**config.mk**
```make
export PLATFORM = sky130hd
export DESIGN_NAME = grain_playback_position_stepper
export DESIGN_NICKNAME = d
export VERILOG_FILES = /design/src/rtl/gpps_pkg.sv /design/src/rtl/gpps_step.sv /design/src/rtl/grain_playback_position_stepper.sv
export SDC_FILE = /design/constraint.sdc
export NUM_CORES = 1
export LEC_CHECK = 0
export ABC_AREA = 1
export BUFFER_PORTS_ARGS = -buffer_cell sky130_fd_sc_hd__clkbuf_2
export CAP_MARGIN = 20
export CORE_ASPECT_RATIO = 1.75
export CORE_MARGIN = 1
export CORE_UTILIZATION = 55
export CTS_CLUSTER_SIZE = 24
export DETAILED_ROUTE_END_ITERATION = 10
export PLACE_DENSITY = 0.72
export RECOVER_POWER = 100
export SLEW_MARGIN = 20
export SYNTH_ARGS = -nofsm -noshare
export SYNTH_HDL_FRONTEND = slang
export SYNTH_HIERARCHICAL = 1
export SYNTH_SLANG_ARGS = --single-unit
```
**constraint.sdc**
```tcl
create_clock -name clk -period 16.92 [get_ports clk]
set_input_delay 3.384 -clock clk [delete_from_list [all_inputs] [get_ports clk]]
set_output_delay 3.384 -clock clk [all_outputs]
set_load 0.02 [all_outputs]
```
**src/rtl/gpps_pkg.sv**
```systemverilog
// gpps_pkg: shared widths, constants and codes for the playback position stepper
// no dependencies; used by gpps_step and grain_playback_position_stepper
`default_nettype none

package gpps_pkg;

	// field widths
	localparam int SPEED_BITS     = 16;
	localparam int MOD_BITS       = 16;
	localparam int BUF_BITS       = 20;
	localparam int MODE_BITS      = 2;
	localparam int STATE_POS_BITS = 22;
	localparam int FRAC_BITS      = 10;

	// step and accumulator widths
	localparam int STEP_BITS      = 18;
	localparam int SUM_BITS       = 18;
	localparam int WHOLE_BITS     = 8;
	localparam int REM_BITS       = 11;
	localparam int MOVE_BITS      = WHOLE_BITS + 1;

	// q2.14 modulation scaling
	localparam int MOD_FRAC_BITS  = 14;

	// divide by one thousand as multiply by 1048 / 2^20, then one correction
	localparam int STEP_UNIT      = 1000;
	localparam int RECIP_UNIT     = 1048;
	localparam int RECIP_BITS     = 11;
	localparam int RECIP_SHIFT    = 20;
	localparam int RECIP_PROD_BITS = SUM_BITS + RECIP_BITS;

	localparam int END_MARGIN     = 4;

	localparam int POSITION_BITS_DEF = 21;
	localparam int BUF_SIZE_RESET    = 4000;

	typedef enum logic [MODE_BITS-1:0] {
		LOOP_FORWARD  = 2'd0,
		LOOP_REVERSE  = 2'd1,
		LOOP_PINGPONG = 2'd2
	} loop_mode_t;

	typedef enum logic {
		CFG_BUFFER_SIZE = 1'b0,
		CFG_LOOP_MODE   = 1'b1
	} cfg_index_t;

endpackage

`default_nettype wire

```
**src/rtl/gpps_step.sv**
```systemverilog
// gpps_step: forms the per-tick step, speed plus speed times a q2.14 factor, clamped at zero
// depends on gpps_pkg
`default_nettype none

module gpps_step (
	input  wire logic [gpps_pkg::SPEED_BITS-1:0]   speed,
	input  wire logic signed [gpps_pkg::MOD_BITS-1:0] pitch_mod,
	output logic      [gpps_pkg::STEP_BITS-1:0]    step
);

	localparam int PROD_BITS = gpps_pkg::SPEED_BITS + 1 + gpps_pkg::MOD_BITS;
	localparam int Q_BITS    = PROD_BITS - gpps_pkg::MOD_FRAC_BITS;
	localparam int FULL_BITS = gpps_pkg::STEP_BITS + 2;

	logic signed [PROD_BITS-1:0] prod;
	logic signed [PROD_BITS-1:0] biased;
	logic signed [Q_BITS-1:0]    quot;
	logic signed [FULL_BITS-1:0] step_full;

	always_comb begin
		prod = PROD_BITS'($signed({1'b0, speed}) * pitch_mod);
		// bias negative products so the shift truncates toward zero
		if (prod[PROD_BITS-1]) begin
			biased = prod + PROD_BITS'((1 << gpps_pkg::MOD_FRAC_BITS) - 1);
		end else begin
			biased = prod;
		end
		quot = biased[PROD_BITS-1:gpps_pkg::MOD_FRAC_BITS];
		step_full = $signed(FULL_BITS'({1'b0, speed})) + FULL_BITS'(quot);
		if (step_full[FULL_BITS-1]) begin
			step = '0;
		end else begin
			step = step_full[gpps_pkg::STEP_BITS-1:0];
		end
	end

endmodule

`default_nettype wire

```
**src/rtl/grain_playback_position_stepper.sv**
```systemverilog
// grain_playback_position_stepper: sample loop playback position stepper, top level
// depends on gpps_pkg and gpps_step
`default_nettype none

// Steps a sample-loop playback position once per accepted item (one audio tick).
// Each item carries a base speed (1000 = one frame per tick) and a signed q2.14
// pitch modulation; the step is speed + trunc(speed * mod), clamped at zero, and
// is added to a fraction kept modulo 1000. The whole part, doubled for
// interleaved stereo words, moves the position according to loop_mode: forward
// wraps to 0 at buffer_size - 4, reverse reloads buffer_size at 4 or below,
// ping-pong flips direction at either end. A wrap clears the fraction and
// raises wrapped. One item is accepted every cycle unless in_stall is high
// (stage one full, result register stalled). Stage one registers the step
// from the 17x16 multiply; the result register loads from it when free or
// being drained, raising out_valid. Stage two closes the fraction and
// position loop (add, reciprocal divide by 1000, end compare) combinationally.
// The user must write registers through the config channel while the block is idle;
// the block itself does not enforce this. cfg_ready is always high.
module grain_playback_position_stepper #(
	parameter int POSITION_BITS = gpps_pkg::POSITION_BITS_DEF
) (
	input  wire logic                                 clk,
	input  wire logic                                 arst_n,

	input  wire logic                                 cfg_valid,
	output logic                                      cfg_ready,
	input  wire logic                                 cfg_index,
	input  wire logic [gpps_pkg::BUF_BITS-1:0]        cfg_data,

	input  wire logic                                 in_valid,
	output logic                                      in_stall,
	input  wire logic [gpps_pkg::SPEED_BITS-1:0]      speed,
	input  wire logic signed [gpps_pkg::MOD_BITS-1:0] pitch_mod,

	output logic                                      out_valid,
	input  wire logic                                 out_stall,
	output logic [POSITION_BITS-1:0]                  position,
	output logic                                      wrapped
);

	localparam int SP   = gpps_pkg::STATE_POS_BITS;
	localparam int EXT  = 32;
	localparam int CMPW = SP + 2;

	// configuration
	logic [gpps_pkg::BUF_BITS-1:0] buffer_size_q;
	gpps_pkg::loop_mode_t          loop_mode_q;

	// loop state
	logic [gpps_pkg::FRAC_BITS-1:0] fraction_q;
	logic [SP-1:0]                  play_pos_q;
	logic                           backward_q;

	// stage one and result register
	logic                            s1_valid_q;
	logic [gpps_pkg::STEP_BITS-1:0]  step_s1;
	logic                            out_valid_q;
	logic [SP-1:0]                   res_pos_q;
	logic                            wrapped_q;

	logic [gpps_pkg::STEP_BITS-1:0]  step_new;
	logic                            out_free;
	logic                            s1_adv;
	logic                            in_take;

	// stage two datapath
	logic [gpps_pkg::SUM_BITS-1:0]        sum;
	logic [gpps_pkg::RECIP_PROD_BITS-1:0] recip_prod;
	logic [gpps_pkg::WHOLE_BITS-1:0]      whole_est;
	logic [gpps_pkg::SUM_BITS-1:0]        rem_full;
	logic [gpps_pkg::REM_BITS-1:0]        rem;
	logic [gpps_pkg::WHOLE_BITS-1:0]      whole;
	logic [gpps_pkg::FRAC_BITS-1:0]       frac_step;
	logic [gpps_pkg::MOVE_BITS-1:0]       move;
	logic [SP:0]                          pos_fwd;
	logic signed [SP:0]                   pos_rev;
	logic                                 hit_top;
	logic                                 hit_bottom;

	logic [gpps_pkg::FRAC_BITS-1:0] frac_next;
	logic [SP-1:0]                  pos_next;
	logic                           back_next;
	logic                           hit;
	logic [EXT-1:0]                 pos_ext;

	gpps_step u_step (
		.speed     (speed),
		.pitch_mod (pitch_mod),
		.step      (step_new)
	);

	// handshake: stage one moves on when the result register is free or being drained
	assign out_free  = !out_valid_q || !out_stall;
	assign s1_adv    = s1_valid_q && out_free;
	assign in_stall  = s1_valid_q && !out_free;
	assign in_take   = in_valid && !in_stall;
	assign cfg_ready = 1'b1;

	always_comb begin
		sum        = gpps_pkg::SUM_BITS'(fraction_q) + step_s1;
		// reciprocal estimate is exact or one short, fixed by the compare below
		recip_prod = gpps_pkg::RECIP_PROD_BITS'(sum)
			* gpps_pkg::RECIP_PROD_BITS'(gpps_pkg::RECIP_UNIT);
		whole_est  = recip_prod[gpps_pkg::RECIP_SHIFT +: gpps_pkg::WHOLE_BITS];
		rem_full   = sum - gpps_pkg::SUM_BITS'(gpps_pkg::SUM_BITS'(whole_est)
			* gpps_pkg::SUM_BITS'(gpps_pkg::STEP_UNIT));
		rem        = rem_full[gpps_pkg::REM_BITS-1:0];
		if (rem >= gpps_pkg::REM_BITS'(gpps_pkg::STEP_UNIT)) begin
			whole     = whole_est + 1'b1;
			frac_step = gpps_pkg::FRAC_BITS'(rem - gpps_pkg::REM_BITS'(gpps_pkg::STEP_UNIT));
		end else begin
			whole     = whole_est;
			frac_step = rem[gpps_pkg::FRAC_BITS-1:0];
		end
		// two interleaved words per frame
		move = {whole, 1'b0};

		pos_fwd = {1'b0, play_pos_q} + (SP+1)'(move);
		pos_rev = $signed({1'b0, play_pos_q}) - $signed((SP+1)'(move));
		// end test without wrap, so a buffer below the margin hits every tick
		hit_top = (CMPW'(pos_fwd) + CMPW'(gpps_pkg::END_MARGIN)) >= CMPW'(buffer_size_q);
		hit_bottom = pos_rev[SP] || (pos_rev[SP-1:0] <= SP'(gpps_pkg::END_MARGIN));

		frac_next = frac_step;
		pos_next  = play_pos_q;
		back_next = backward_q;
		hit       = 1'b0;
		unique case (loop_mode_q)
			gpps_pkg::LOOP_FORWARD: begin
				if (hit_top) begin
					pos_next  = '0;
					frac_next = '0;
					hit       = 1'b1;
				end else begin
					pos_next = pos_fwd[SP-1:0];
				end
			end
			gpps_pkg::LOOP_REVERSE: begin
				if (hit_bottom) begin
					pos_next  = SP'(buffer_size_q);
					frac_next = '0;
					hit       = 1'b1;
				end else begin
					pos_next = pos_rev[SP-1:0];
				end
			end
			gpps_pkg::LOOP_PINGPONG: begin
				if (!backward_q) begin
					// position kept as it lands, even past the end
					pos_next = pos_fwd[SP-1:0];
					if (hit_top) begin
						back_next = 1'b1;
						frac_next = '0;
						hit       = 1'b1;
					end
				end else if (hit_bottom) begin
					pos_next  = '0;
					back_next = 1'b0;
					frac_next = '0;
					hit       = 1'b1;
				end else begin
					pos_next = pos_rev[SP-1:0];
				end
			end
			default: begin
				// unused mode: fraction still runs, position and direction hold
			end
		endcase
	end

	// control, configuration and loop state
	always_ff @(posedge clk or negedge arst_n) begin
		if (!arst_n) begin
			buffer_size_q <= gpps_pkg::BUF_BITS'(gpps_pkg::BUF_SIZE_RESET);
			loop_mode_q   <= gpps_pkg::LOOP_FORWARD;
			fraction_q    <= '0;
			play_pos_q    <= '0;
			backward_q    <= 1'b0;
			s1_valid_q    <= 1'b0;
			out_valid_q   <= 1'b0;
		end else begin
			if (cfg_valid && cfg_ready) begin
				if (cfg_index == gpps_pkg::CFG_BUFFER_SIZE) begin
					buffer_size_q <= cfg_data;
				end else begin
					loop_mode_q <= gpps_pkg::loop_mode_t'(cfg_data[gpps_pkg::MODE_BITS-1:0]);
				end
			end

			if (in_take) begin
				s1_valid_q <= 1'b1;
			end else if (s1_adv) begin
				s1_valid_q <= 1'b0;
			end

			if (s1_adv) begin
				out_valid_q <= 1'b1;
				fraction_q  <= frac_next;
				play_pos_q  <= pos_next;
				backward_q  <= back_next;
			end else if (out_valid_q && !out_stall) begin
				out_valid_q <= 1'b0;
			end
		end
	end

	// payload registers
	always_ff @(posedge clk) begin
		if (in_take) begin
			step_s1 <= step_new;
		end
		if (s1_adv) begin
			res_pos_q <= pos_next;
			wrapped_q <= hit;
		end
	end

	// position port is the low bits of the state, zero padded when wider
	assign pos_ext   = EXT'(res_pos_q);
	assign position  = pos_ext[POSITION_BITS-1:0];
	assign wrapped   = wrapped_q;
	assign out_valid = out_valid_q;

endmodule

`default_nettype wire
```
==> results.cfg <==
[global_routing]
globalRouteOverflowTotal = 0
largest_net_degree_at_the_start_of_global_routing = 58
grt_util_all_layers_pct = 35.5
first_global_vias = 23100
grt_pass1_wl_um = 115000
grt_antenna_before_repair = 0

[outcome]
failed_checks = max-capacitance violations, max-slew violations
outcome = finished with violations

[route]
drc_errors = 0
detailroute.via_count = 21800
dr.first_iter.drc_count = 1120
postRouteAntennaNets = 0
avgViaCountPerCell = 5.46
dr.pass1.iters = 9
wl_per_cell_um = 18.2
postRouteWirelength_um = 72500

[finish]
drive_above_1_share_pct = 6.55
diodes = 0
layout_common_cells = sky130_fd_sc_hd__nand2_1, sky130_fd_sc_hd__inv_1, sky130_fd_sc_hd__ha_1
commonest_non_fill_non_tap_cell_in_the_layout = sky130_fd_sc_hd__nand2_1
synth_to_final_area_change_pct = 4.04
fill_cells = 4155
finish.net_count = 3962

[sta]
fin_setup_tns_ns = 0
setup_viol_count_final = 0
timing.final.max_slew_violations = 143
achievable-frequency_ghz = 0.0656
final_min_period_over_clock_period_pct = 90.0
period_minus_slack_ns = 15.23
unrepaired_setup_endpoints_after_global_routing = false
slew-limit-headroom_pct = -132
finClkSkew_ns = 0.00938
finalHoldViolCount = 0
worst_slew_pin_slew_ns = 3.48

[die]
start_util_pct = 55.9
core_area_mm2 = 0.0410
die_area_mm2 = 0.0424
num_io_pins = 83
die_w_um = 156
rows = 98
dieHeight_um = 272

[min_path]
hold_path_class = reg2reg
worst_min_path_start = fraction_q[7]$_DFFE_PN0P_
hold-path-endpoint = fraction_q[7]$_DFFE_PN0P_
timing.hold.worst_path_depth = 2

[worst_setup_path]
r2r_depth = 78
cp_slowest_stage_delay_ns = 0.60
worstPathArrival_ns = 15.55
timing_worst_setup_path_type = reg2reg
worst_setup_path_start_kind = flop
cp-end-kind = flop
crit-reg2reg-launch = step_s1[8]$_DFFE_PP_
r2r_end = fraction_q[8]$_DFFE_PN0P_
cell_repeated_most_along_the_worst_path = sky130_fd_sc_hd__nand2_1
crit_path_max_fanout = 22
critical-path-slowest-cell = sky130_fd_sc_hd__fa_1
required_ns = 17.23
reg2reg_setup_slack_ns = 1.69

[yosys]
avgSynthCellArea_um2 = 6.68
synth-async-reset-ratio_pct = 58.8
yosys.cell_types.count = 60
synth-edff-count = 40
syn_inst = 3425
seq_total_area_yosys_pct = 11.5
ys_ff_latch = 97
netlist_area_mm2 = 0.0229
synthesis.yosys.warnings = 6
synth_ff_type = sky130_fd_sc_hd__dfrtp_1
postSynthNetCount = 3958

[cts]
clk_root_buffer_cell = sky130_fd_sc_hd__clkbuf_16
worst_setup_hold_path_clk_slew_ns = 0.07
cts_buffers = 9
numClockSinks = 97
post-cts-setup-buffer-count = 0
clock_path_buffers = 2
cts_hold_repair.buffers = 0
post_cts_resized = 0
cts_tree = done
clock_latency_ns = 0.38
htree_num_levels = 3

[job]
drv_cap = 3

[placement]
globalplace.congestion = 1.09
placement.io_buffers = 81
detailed_place_hpwl_um = 59200
==> how the worst max path moves through the flow <==
| stage | cells after the start | slack [ns] | startpoint | to |
|---|---|---|---|---|
| CTS | 76 | 2.42 | step_s1[8]$_DFFE_PP_ | res_pos_q[12]$_DFFE_PP_ |
| floorplan | 78 | 4.82 | fraction_q[2]$_DFFE_PN0P_ | res_pos_q[15]$_DFFE_PP_ |
| global placement | 76 | 2.67 | fraction_q[8]$_DFFE_PN0P_ | res_pos_q[13]$_DFFE_PP_ |
| finish | 78 | 1.69 | step_s1[8]$_DFFE_PP_ | fraction_q[8]$_DFFE_PN0P_ |
| detailed placement | 76 | 2.51 | step_s1[8]$_DFFE_PP_ | res_pos_q[12]$_DFFE_PP_ |
| global route | 78 | 0.54 | step_s1[8]$_DFFE_PP_ | fraction_q[0]$_DFFE_PN0P_ |
==> layout make-up <==
type                    count  area (um^2)  area share [%]
flip-flops and latches     97         2640            11.1
multi-input cells        2421        16700            70.1
inverters                 813         3060            12.8
clock buffers              10          229           0.962
clock inverters             6          114           0.478
repair buffers             87          405            1.70
well taps                 550          688            2.89
==> registers in the layout, indices dropped and copies added (netlist names), 2 cells and up <==
| signal | cells |
|---|---|
| play_pos_q | 22 |
| res_pos_q | 21 |
| buffer_size_q | 20 |
| step_s1 | 18 |
| fraction_q | 10 |
| loop_mode_q | 2 |
==> metrics by stage <==
stage	setup slack (ns)	instance area (um^2)	hold slack, ns	util (%)	instances
after floorplan	4.82	22900	0.434	-	3425
after global placement	2.67	23600	0.469	57.6	3968
after detailed placement	2.51	23600	0.475	57.6	3968
after CTS	2.42	23900	0.495	58.4	3984
after global routing	0.545	23800	0.510	58.1	3984
final	1.69	23800	0.492	58.1	3984
==> critical path: cells and delay by family (launching register included) <==
family,cells,cell delay (ns)
adder cells (fa/ha/maj),14,5.27
flip-flops,1,0.40
AND/OR/NAND/NOR,42,6.79
XOR/XNOR,4,0.80
AO/OA/AOI/OAI,5,0.89
buffers and inverters,13,0.99
==> Yosys cell counts, types with 4 or more instances <==
cell type	count	share of area (%)
sky130_fd_sc_hd__clkbuf_1	72	1.2
sky130_fd_sc_hd__or2_2	11	0.30
sky130_fd_sc_hd__buf_6	4	0.20
sky130_fd_sc_hd__o21ai_1	17	0.37
sky130_fd_sc_hd__inv_2	26	0.43
sky130_fd_sc_hd__o21bai_1	10	0.33
sky130_fd_sc_hd__dfrtp_1	51	5.6
sky130_fd_sc_hd__a22oi_1	8	0.26
sky130_fd_sc_hd__edfxtp_1	40	5.2
sky130_fd_sc_hd__nand4_1	55	1.5
sky130_fd_sc_hd__nor3_1	18	0.39
sky130_fd_sc_hd__nor4_1	7	0.19
sky130_fd_sc_hd__nor2_2	26	0.71
sky130_fd_sc_hd__a22oi_2	5	0.27
sky130_fd_sc_hd__a211oi_1	5	0.16
sky130_fd_sc_hd__xor2_1	61	2.3
sky130_fd_sc_hd__nand2_4	5	0.25
sky130_fd_sc_hd__dfstp_2	6	0.69
sky130_fd_sc_hd__and2_1	6	0.16
sky130_fd_sc_hd__ha_1	260	14
sky130_fd_sc_hd__nand3_2	15	0.66
sky130_fd_sc_hd__fa_1	215	19
sky130_fd_sc_hd__nand3b_1	12	0.39
sky130_fd_sc_hd__nand2_1	1002	16
sky130_fd_sc_hd__buf_2	7	0.15
sky130_fd_sc_hd__inv_1	781	13
sky130_fd_sc_hd__clkinv_1	4	0.066
sky130_fd_sc_hd__a21oi_1	104	2.3
sky130_fd_sc_hd__a31oi_1	6	0.16
sky130_fd_sc_hd__nand3_1	181	4.0
sky130_fd_sc_hd__a21oi_2	15	0.57
sky130_fd_sc_hd__nor2_1	220	3.6
sky130_fd_sc_hd__xnor2_1	26	1.0
sky130_fd_sc_hd__o21ai_0	52	1.1
sky130_fd_sc_hd__o22ai_1	4	0.11
sky130_fd_sc_hd__nand2_2	46	1.3
sky130_fd_sc_hd__buf_4	9	0.30
==> routing by layer <==
layer,global-route usage [%],vias up,routed length [um],part of all wire [%]
met3,4.84,329,3580,4.9
li1,-,10400,-,-
met1,33.1,10300,23700,33
met4,27.7,0,6170,8.5
met2,67.9,785,39100,54
met5,0,-,0,0
==> cell families (layout without fill, tap and decap cells) <==
family                     Yosys count  in the layout  synth area share (%)
and+or+nand+nor                   1615           1615                  30.4
buffers and inverters              907            916                  15.3
adders and majority gates          475            475                  33.0
AOI/OAI and AO/OA                  241            241                  6.27
DFF                                 97             97                  11.5
xor gates and xnor gates            89             89                  3.47
other                                1              1                0.0164
Power is not shown: default switching activity piles up to over one toggle a cycle in this logic, so the estimate is an artifact.
